$ cat src/rtl/art_pkg.sv
// Package for the address region table: item types, cell control group
// and operation codes. No dependencies.

package art_pkg;

    localparam logic [1:0] KIND_APPEND = 2'd0;
    localparam logic [1:0] KIND_REMOVE = 2'd1;
    localparam logic [1:0] KIND_LOOKUP = 2'd2;

    localparam int ADDR_W  = 64;
    localparam int COUNT_W = 5;

    typedef struct packed {
        logic [1:0]        kind;
        logic [ADDR_W-1:0] range_start;
        logic [ADDR_W-1:0] range_end;
        logic [ADDR_W-1:0] address;
    } art_cmd_t;

    typedef struct packed {
        logic               hit;
        logic               table_full;
        logic [COUNT_W-1:0] region_count;
    } art_rsp_t;

    // Control broadcast from the sequencer to every cell
    typedef struct packed {
        logic capture;   // register compare results for the new item
        logic append;    // first free cell takes the saved range
        logic remove;    // cells at and after the first cover shift down
    } art_cell_ctl_t;

endpackage

$ cat src/rtl/art_cell.sv
// One entry of the region table: stored range, occupied flag, registered
// compare results and the priority chain link. Depends on art_pkg.

module art_cell
    import art_pkg::*;
(
    input  logic              clk,
    input  logic              rst_n,
    input  art_cell_ctl_t     ctl,
    input  art_cmd_t          cmd,
    input  logic [ADDR_W-1:0] app_start,
    input  logic [ADDR_W-1:0] app_stop,
    input  logic              prev_occ,
    input  logic              found_in,
    input  logic              lookup_in,
    input  logic              next_occ,
    input  logic [ADDR_W-1:0] next_start,
    input  logic [ADDR_W-1:0] next_stop,
    output logic              occ,
    output logic [ADDR_W-1:0] region_start,
    output logic [ADDR_W-1:0] region_stop,
    output logic              found_out,
    output logic              lookup_out
);

    logic              occ_reg;
    logic              occ_next;
    logic              cover_reg;
    logic              inside_reg;
    logic [ADDR_W-1:0] start_reg;
    logic [ADDR_W-1:0] stop_reg;
    logic              take_next;
    logic              take_app;

    // Pass the first-cover and lookup flags down the row
    assign found_out  = found_in | cover_reg;
    assign lookup_out = lookup_in | inside_reg;

    // Shift down from the neighbor at and after the removed entry
    assign take_next = ctl.remove & found_out;
    // The first free cell takes an appended range
    assign take_app  = ctl.append & prev_occ & ~occ_reg;

    always_comb
    begin
        occ_next = occ_reg;
        if (take_next)
        begin
            occ_next = next_occ;
        end
        else if (take_app)
        begin
            occ_next = 1'b1;
        end
    end

    always_ff @(posedge clk or negedge rst_n)
    begin
        if (!rst_n)
        begin
            occ_reg    <= 1'b0;
            cover_reg  <= 1'b0;
            inside_reg <= 1'b0;
        end
        else
        begin
            occ_reg <= occ_next;
            if (ctl.capture)
            begin
                cover_reg  <= occ_reg && (start_reg <= cmd.range_start)
                                      && (stop_reg >= cmd.range_end);
                inside_reg <= occ_reg && (cmd.address >= start_reg)
                                      && (cmd.address <= stop_reg);
            end
        end
    end

    // Hold the stored range
    always_ff @(posedge clk)
    begin
        if (take_next)
        begin
            start_reg <= next_start;
            stop_reg  <= next_stop;
        end
        else if (take_app)
        begin
            start_reg <= app_start;
            stop_reg  <= app_stop;
        end
    end

    assign occ          = occ_reg;
    assign region_start = start_reg;
    assign region_stop  = stop_reg;

endmodule

$ cat config.mk
export PLATFORM = sky130hd
export DESIGN_NAME = art_cell
export DESIGN_NICKNAME = d
export VERILOG_FILES = /design/src/rtl/art_pkg.sv /design/src/rtl/art_cell.sv
export SDC_FILE = /design/constraint.sdc
export NUM_CORES = 1
export LEC_CHECK = 0
export ABC_AREA = 1
export BUFFER_PORTS_ARGS = -buffer_cell sky130_fd_sc_hd__buf_2
export CORE_AREA = 4 4 227 229
export CTS_CLUSTER_DIAMETER = 50
export DETAILED_ROUTE_END_ITERATION = 7
export DIE_AREA = 0 0 231 233
export PLACE_DENSITY_LB_ADDON = 0.05
export REMOVE_ABC_BUFFERS = 1
export SETUP_SLACK_MARGIN = 0.1
export SKIP_CTS_REPAIR_TIMING = 1
export SLEW_MARGIN = 20
export SYNTH_ARGS = -nofsm -noshare
export SYNTH_HDL_FRONTEND = slang
export SYNTH_SLANG_ARGS = --single-unit
$ cat constraint.sdc
create_clock -name clk -period 4.59 [get_ports clk]
set_clock_uncertainty 0.2 [all_clocks]
set_input_delay 0.918 -clock clk [delete_from_list [all_inputs] [get_ports clk]]
set_output_delay 0.918 -clock clk [all_outputs]
set_load 0.01 [all_outputs]
==> out/qor.csv, run 1 <==
metric,value,unit
vdd_drop_max,0.2333,mV
cp_max_fo,68,
layout.nets,2944,
grtUsageTotal,17.90,%
cp.required,4710,ps
seq_area_frac_synth,31.75,%
yosys_warnings,0,
cts_tree,done,
synthToLayoutAreaGrowth,34.50,%
finalHoldViolations,0,
cp-start-kind,input pin,
postLayoutCoreUtil,33.43,%
cts_root_buffer,clkbuf_16,
initial_core_util,24.85,%
avgSynthCellArea,7.498,um2
die_h,233,um
yosysTopAreaCellShare,31.14,%
grt_pass1_wl,71.82,mm
via_per_inst,4.233,
grt_pass1_vias,12518,
h-tree-depth,4,
end_kind,flip-flop,
layout_common_cells,"nand2_1 (610), buf_2 (587), inv_1 (299), ha_1 (256), edfxtp_1 (128)",
clkLatencyLatePin,480,ps
grt_max_degree,104,
clock-sinks,131,
routabilityCongestion,0.7879,
period_needed,2791,ps
p_leak,9.581,nW
antenna_found_initial,29,
core-area,49660,um2
fin_setup_tns,0,ps
grt_overflow,0,
final-max-slew-violation-count,0,
relSlewSlack,28.74,%
fp.dieW,231,um
drc_errors,0,
vias,12412,
yosys-top-cells-area,"edfxtp_1 (31%), ha_1 (26%), nand2_1 (19%)",
final_common_cell,nand2_1,
netlist_instances,1646,
arrival,2910,ps
wirelength,49.22,mm
fmax,0.3583,GHz
worstMarginPinSlew,1069,ps
maxCapViolations,0,
drt-initial-drc-count,424,
io_buffers,587,
status,completed,
pin_count,590,
numCtsBuffers,17,
rsz0062_at_grt,false,
synth.distinct_cells,34,
layout-drive-gt1-share,28.78,%
fin_area,16600,um2
post-route-period-util,60.80,%
clkSlewWorstSetupHoldPaths,60,ps
num_rows,82,
antenna_left,0,
synth.ff_latch_count,131,
die_area,53820,um2
power_density,267.9,nW/um2
netlist_area,12340,um2
hpwl,42.87,mm
setup.worst_path.class,input pin to flip-flop,
first_pass_iters,4,
yosysTopAreaCell,edfxtp_1,
ctsLongestPathBuffers,2,
min_path_type,input pin to async pin,
wire_per_inst,16.79,um
setup_viol,0,
place_area,16030,um2
==> power by group <==
| group | internal, mW | total [mW] | switching (mW) | leakage (nW) |
|---|---|---|---|---|
| logic | 0.617 | 1.50 | 0.885 | 8.06 |
| clock network | 0.725 | 1.30 | 0.572 | 0.247 |
| registers | 1.51 | 1.65 | 0.137 | 1.27 |
==> final timing paths <==
path	from	endpoint	slack (ps)	cells past startpoint
worst max-delay path	found_in	region_start[9]	1800	7
worst min register to register	inside_reg	inside_reg	370	2
worst max register to register	cover_reg	region_start[9]	1860	6
worst min-delay path	rst_n	occ	40	1
max in group asynchronous	rst_n	cover_reg	4000	1
min in group clk	inside_reg	inside_reg	370	2
==> synth_stat cells, drive strengths merged <==
library cell	instances
a21o	3
nand2	614
nor3b	1
nand3	24
inv	305
nor2	71
o21ai	35
a21boi	1
and3	1
dfrtp	3
ha	256
o21a	8
edfxtp	128
buf	26
o21bai	2
nand3b	2
nor4	4
or2	2
a31oi	1
a21oi	124
nand4	21
clkbuf	2
nor3	12
==> metrics by stage <==
stage          instances  power (mW)  hold slack, ps  setup WS [ps]
2_1_floorplan       1618       2.521           241.4          -2173
3_3_place_gp        2882       3.191           364.7           1238
3_5_place_dp        2882       3.222           372.7           1180
4_1_cts             2913       4.571          -17.50           1705
5_1_grt             2925       4.823           8.176           1628
6_report            2932       4.447           44.73           1799
==> cells by family after synthesis <==
family | count (synthesis) | synth area share (%)
flip-flops | 131 | 31.75
buffers and inverters | 333 | 10.43
AO/OA/AOI/OAI | 174 | 7.391
adder cells (fa/ha/maj) | 256 | 25.95
AND/OR/NAND/NOR | 752 | 24.47
==> worst max-delay path: stages <==
cell	delay (ps)
buf_2	90
or2_1	240
nand2_4	130
buf_4	510
buf_4	660
nand2_1	110
nand2_1	140
==> metal layers <==
| metal | track usage, % | share of wire [%] | vias to the layer above | wire length, um |
|---|---|---|---|---|
| met3 | 5.803 | 7.0 | 64 | 3467 |
| met5 | 0 | 0.29 | - | 145 |
| met2 | 31.07 | 49 | 318 | 24360 |
| li1 | - | - | 6476 | - |
| met4 | 6.446 | 2.0 | 22 | 985 |
| met1 | 20.68 | 41 | 5532 | 20260 |
==> layout make-up <==
class | count | area (um2)
fill | 5584 | 33060
clock inverter | 13 | 95.09
multi-input combinational | 1182 | 7141
antenna | 19 | 47.55
tap | 672 | 840.8
clock buffer | 18 | 429.2
timing repair buffer | 592 | 2975
sequential | 131 | 3919
inverter | 305 | 1152
Power figures use the tool's default switching activity.
==> inputs of run 2 (changes only) <==
Settings changed: CORE_AREA 4 4 227 229 to 4 4 231 233, DIE_AREA 0 0 231 233 to 0 0 235 237.
Clock period 4.59 ns to 2.3 ns, I/O delays scaled along.
==> out/qor.csv, run 2 (synthesis results as in run 1) <==
metric,value,unit,change
vdd_drop_max,0.5595,mV,was 0.2333 mV
clkLatencyLatePin,480,ps,about the same
wirelength,51.21,mm,was 49.22 mm
arrival,2350,ps,was 2910 ps
drc_errors,0,,unchanged
layout-drive-gt1-share,31.15,%,was 28.78%
grt_max_degree,96,,was 104
holdWs,39.76,ps,was 44.73 ps
drt-initial-drc-count,410,,was 424
fin_setup_tns,0,ps,unchanged
pre_cts_ws,-248.4,ps,was 1180 ps
postLayoutCoreUtil,33.48,%,was 33.43%
layout_common_cells,"nand2_1 (604), buf_2 (587), inv_1 (296), ha_1 (251), edfxtp_1 (128)",,"was nand2_1 (610), buf_2 (587), inv_1 (299), ha_1 (256), edfxtp_1 (128)"
clock-sinks,131,,unchanged
hold_end,region_stop[56],,
vias,12390,,"was 12,412"
cp_max_fo,3,,was 68
switchingPower,3.259,mW,was 1.594 mW
cts_tree,done,,unchanged
routabilityCongestion,0.8125,,was 0.7879
grt_pass1_vias,12971,,"was 12,518"
post-route-period-util,94.63,%,
die_h,237,um,was 233 um
clkSlewWorstSetupHoldPaths,60,ps,about the same
grtUsageTotal,18.01,%,was 17.90%
via_per_inst,4.180,,was 4.233
finalHoldViolations,0,,unchanged
grt_pass1_wl,75.24,mm,was 71.82 mm
p_leak,9.841,nW,was 9.581 nW
initial_core_util,24.11,%,was 24.85%
power.share.clock,30.1,%,was 29.2%
rsz0062_at_grt,true,,was false
wire_per_inst,17.28,um,was 16.79 um
rr_endpoint,cover_reg,,was region_start[9]
cp-start-kind,flip-flop,,was input pin
maxCapViolations,0,,unchanged
numCtsBuffers,17,,unchanged
final.setup.worst_slack,123.5,ps,was 1799 ps
min_path_type,input pin to flip-flop,,was input pin to async pin
rr_startpoint,region_start[46],,was cover_reg
final-max-slew-violation-count,0,,unchanged
antenna_found_initial,20,,was 29
hold_path_depth,3,,
grt_overflow,0,,unchanged
pwr-share-seq,35.3,%,was 37.1%
pwr-share-comb,34.6,%,was 33.8%
antenna_left,0,,unchanged
setup_viol,0,,unchanged
r2r_slack,120,ps,was 1860 ps
first_pass_iters,4,,unchanged
synthToLayoutAreaGrowth,38.87,%,was 34.50%
switching_share,35.13,%,was 35.85%
relSlewSlack,64.25,%,was 28.74%
layout.nets,2978,,"was 2,944"
h-tree-depth,4,,unchanged
intPower,6.019,mW,was 2.853 mW
cts_root_buffer,clkbuf_16,,unchanged
setup.worst_path.class,flip-flop to flip-flop,,was input pin to flip-flop
cp.required,2470,ps,was 4710 ps
ctsLongestPathBuffers,2,,unchanged
core-area,51200,um2,"was 49,660 um2"
io_buffers,587,,unchanged
worstMarginPinSlew,536.2,ps,was 1069 ps
period_needed,2176,ps,
final_common_cell,nand2_1,,unchanged
r2r.worst_path.cells,10,,was 6
fmax,0.4595,GHz,
die_area,55700,um2,"was 53,820 um2"
hpwl,44.56,mm,was 42.87 mm
num_rows,83,,was 82
hp-start,next_stop[56],,
power_density,541.4,nW/um2,was 267.9 nW/um2
fp.dieW,235,um,was 231 um
status,completed,,unchanged
pin_count,590,,unchanged
end_kind,flip-flop,,unchanged
-- run 2: cell types whose count changed in the layout (fill, tap and decap cells not counted), moves of 5 or more --
cell and change:
buf_12 +6, buf_4 +27, diode_2 -8, ha_1 -5, ha_4 +5, nand2_1 -6
nand2_2 +5, nor2_1 -6, nor3_1 -5, nor3_2 +5
-- run 2: metal layers --
layer  up-vias  wire length, um  track usage (%)
met5         -               84                0
met4        16             1003            5.514
met3        61             3334            5.952
met2       315            25530            32.06
met1      5454            21260            20.50
li1       6544                -                -
-- run 2: worst max-delay path by stage --
stage	to	cells after the start	slack [ps]	start
finish	cover_reg	10	120	region_start[46]
global route	inside_reg	12	-70	region_start[55]
CTS	inside_reg	12	-150	region_start[54]
detailed placement	inside_reg	12	-250	cmd[54]
global placement	inside_reg	12	-230	cmd[54]
floorplan	region_start[0]	5	-4000	found_in
-- run 2: critical path, stage by stage (launching register included) --
cell and delay [ps]:
edfxtp_1 470, ha_4 310, nand4_1 130, nor2_1 160, nand3b_1 210, nor3b_4 310
nand2_1 80, nand2_1 50, nand2_1 40, nand3_1 60, nand2_1 50
-- run 2: cell type report --
class,count,area (um2)
Inverter,305,1152
Clock inverter,8,112.6
Tap cell,680,850.8
Multi-Input combinational cell,1182,7328
Fill cell,5633,34060
Sequential cell,131,3919
Clock buffer,21,440.4
Timing Repair Buffer,626,3308
Antenna cell,11,27.53
-- run 2: stage by stage --
step	total power [mW]	cells	instance area, um2
3_5_place_dp	6.540	2912	16280
2_1_floorplan	5.031	1618	12200
4_1_cts	9.434	2941	16830
6_report	9.278	2964	17140
3_3_place_gp	6.494	2912	16280
5_1_grt	10.05	2960	17130
-- run 2: power by group through the flow --
stage	registers [mW]	clock network (mW)	logic (mW)
global route	3.32	2.99	3.74
detailed placement	3.35	0	3.19
finish	3.28	2.79	3.21
CTS	3.30	2.92	3.21
floorplan	3.38	0	1.65
global placement	3.34	0	3.15
==> inputs of run 3 (changes only) <==
Settings changed: GPL_TIMING_DRIVEN from default to 0, MAX_ROUTING_LAYER from default to met4.
==> out/qor.csv, run 3 (synthesis results as in run 1) <==
metric,value,unit,change
num_rows,83,,unchanged
rsz0062_at_grt,true,,unchanged
hp-start,next_stop[56],,unchanged
cp_top_family,buffers and inverters,,was simple AND/OR/NAND/NOR gates
fp.dieW,235,um,unchanged
vdd_drop_max,0.5653,mV,was 0.5595 mV
cp_max_fo,8,,was 3
clock-sinks,131,,unchanged
worstMarginPinSlew,420.1,ps,was 536.2 ps
cts_tree,done,,unchanged
maxCapViolations,0,,unchanged
io_buffers,587,,unchanged
cp.required,2340,ps,was 2470 ps
cp_slowest_cell,dfrtp_1,,was edfxtp_1
intPower,6.294,mW,was 6.019 mW
path_cells,or2_4 > nand2_8 > buf_16 > clkinv_16 > buf_16 > a31oi_4 > bufinv_16 > clkbuf_16,,was ha_4 > nand4_1 > nor2_1 > nand3b_1 > nor3b_4 > nand2_1 > nand2_1 > nand2_1 > nand3_1 > nand2_1
pin_count,590,,unchanged
failed_checks,setup timing,,
post-route-period-util,101.8,%,was 94.63%
fin_setup_tns,-860.8,ps,was 0 ps
wire_per_inst,18.69,um,was 17.28 um
vias,12688,,"was 12,390"
wirelength,56.04,mm,was 51.21 mm
h-tree-depth,4,,unchanged
pwr-share-comb,36.1,%,was 34.6%
layout.nets,2992,,"was 2,978"
antenna_found_initial,30,,was 20
grt_pass1_wl,73.78,mm,was 75.24 mm
fin_area,17710,um2,"was 17,140 um2"
die_h,237,um,unchanged
setup.worst_path.class,flip-flop to flip-flop,,unchanged
place_area,16100,um2,"was 16,280 um2"
setup_viol,39,,was 0
status,"finished, violations left",,was completed
clkSlewWorstSetupHoldPaths,70,ps,was 60 ps
crit_path_frequent_cell,buf_16,,was nand2_1
period_needed,2342,ps,was 2176 ps
totalPowerFinal,9.757,mW,was 9.278 mW
drc_errors,0,,unchanged
power_density,551.0,nW/um2,was 541.4 nW/um2
arrival,2390,ps,was 2350 ps
path_buf_inv,5,,was 0
hpwl,43.77,mm,was 44.56 mm
final.setup.worst_slack,-42.03,ps,was 123.5 ps
initial_core_util,24.11,%,unchanged
final_common_cell,nand2_1,,unchanged
rr_endpoint,region_stop[60],,was cover_reg
switching_share,35.50,%,was 35.13%
numCtsBuffers,17,,unchanged
fmax,0.4270,GHz,was 0.4595 GHz
cp.depth,8,,was 10
max_stage_delay,430,ps,was 470 ps
rr_startpoint,cover_reg,,was region_start[46]
antenna_left,0,,unchanged
r2r_slack,-40,ps,was 120 ps
final-max-slew-violation-count,0,,unchanged
layout_common_cells,"nand2_1 (607), buf_2 (587), inv_1 (295), ha_1 (250), edfxtp_1 (128)",,"was nand2_1 (604), buf_2 (587), inv_1 (296), ha_1 (251), edfxtp_1 (128)"
switchingPower,3.463,mW,was 3.259 mW
cts_root_buffer,clkbuf_16,,unchanged
grt_overflow,0,,unchanged
grt_max_degree,74,,was 96
pwr-share-seq,33.8,%,was 35.3%
ctsLongestPathBuffers,2,,unchanged
synthToLayoutAreaGrowth,43.48,%,was 38.87%
clkLatencyLatePin,490,ps,was 480 ps
grt_pass1_vias,12658,,"was 12,971"
via_per_inst,4.232,,was 4.180
r2r.worst_path.cells,8,,was 10
finalHoldViolations,0,,unchanged
relSlewSlack,71.97,%,was 64.25%
die_area,55700,um2,unchanged
end_kind,flip-flop,,unchanged
core-area,51200,um2,unchanged
grtUsageTotal,18.16,%,was 18.01%
hold_end,region_stop[56],,unchanged
layout-drive-gt1-share,31.45,%,was 31.15%
min_path_type,input pin to flip-flop,,unchanged
drt-initial-drc-count,452,,was 410
power.share.clock,30.1,%,about the same
first_pass_iters,5,,was 4
routabilityCongestion,0.8218,,was 0.8125
p_leak,10.06,nW,was 9.841 nW
cp-start-kind,flip-flop,,unchanged
hold_path_depth,3,,unchanged
==> run 3: changes by cell type in the layout (fill, tap and decap cells not counted), moves of 3 or more <==
cell / change
buf_4: -12
clkbuf_1: -3
nor3_2: -4
clkbuf_16: +10
clkinv_16: +3
diode_2: +18
nor3_1: +3
nand2_1: +3
buf_16: +4
inv_8: +3
==> run 3: area by class of cell <==
class | count | area (um2)
timing repair inverter | 8 | 135.1
clock buffer | 18 | 429.2
antenna | 29 | 72.57
tap | 680 | 850.8
fill | 5604 | 33490
inverter | 305 | 1197
sequential | 131 | 3919
clock inverter | 13 | 166.4
timing repair buffer | 630 | 3596
multi-input combinational | 1184 | 7342
==> run 3: stage by stage <==
stage	instances	utilization, %	hold slack [ps]	setup WS, ps
final	2998	34.59	28.88	-42.03
after global routing	2997	34.58	5.741	-121.1
after CTS	2919	32.60	-494.0	-1392
after detailed placement	2888	31.44	65.63	-1488
after global placement	2885	31.23	67.04	-7476
after floorplan	1618	-	-35.59	-4005
==> run 3: worst min-delay path: stages <==
cell	delay (ps)
buf_2	80
nand2_1	40
nand2_1	40
==> run 3: worst max path at each step <==
stage,from,end,slack (ps)
3_3_place_gp,found_in,region_start[50],-7480
5_1_grt,region_start[46],cover_reg,-120
2_1_floorplan,found_in,region_start[0],-4000
3_5_place_dp,found_in,region_start[62],-1490
6_report,cover_reg,region_stop[60],-40
4_1_cts,cover_reg,region_stop[60],-1390
==> run 3: per-layer routing <==
layer,part of all wire (%),up-vias,track usage (%)
met3,6.9,35,6.313
met5,0,-,-
met2,50,334,31.83
li1,-,6610,-
met4,1.3,0,4.654
met1,42,5709,19.73
==> run 3: power by group through the flow <==
stage / Clock, mW / Combinational (mW) / Sequential [mW]
finish: 2.94 / 3.52 / 3.30
detailed placement: 0 / 3.09 / 3.36
global placement: 0 / 3.04 / 3.41
global route: 3.13 / 4.04 / 3.34
CTS: 3.06 / 3.11 / 3.32
floorplan: 0 / 1.65 / 3.38
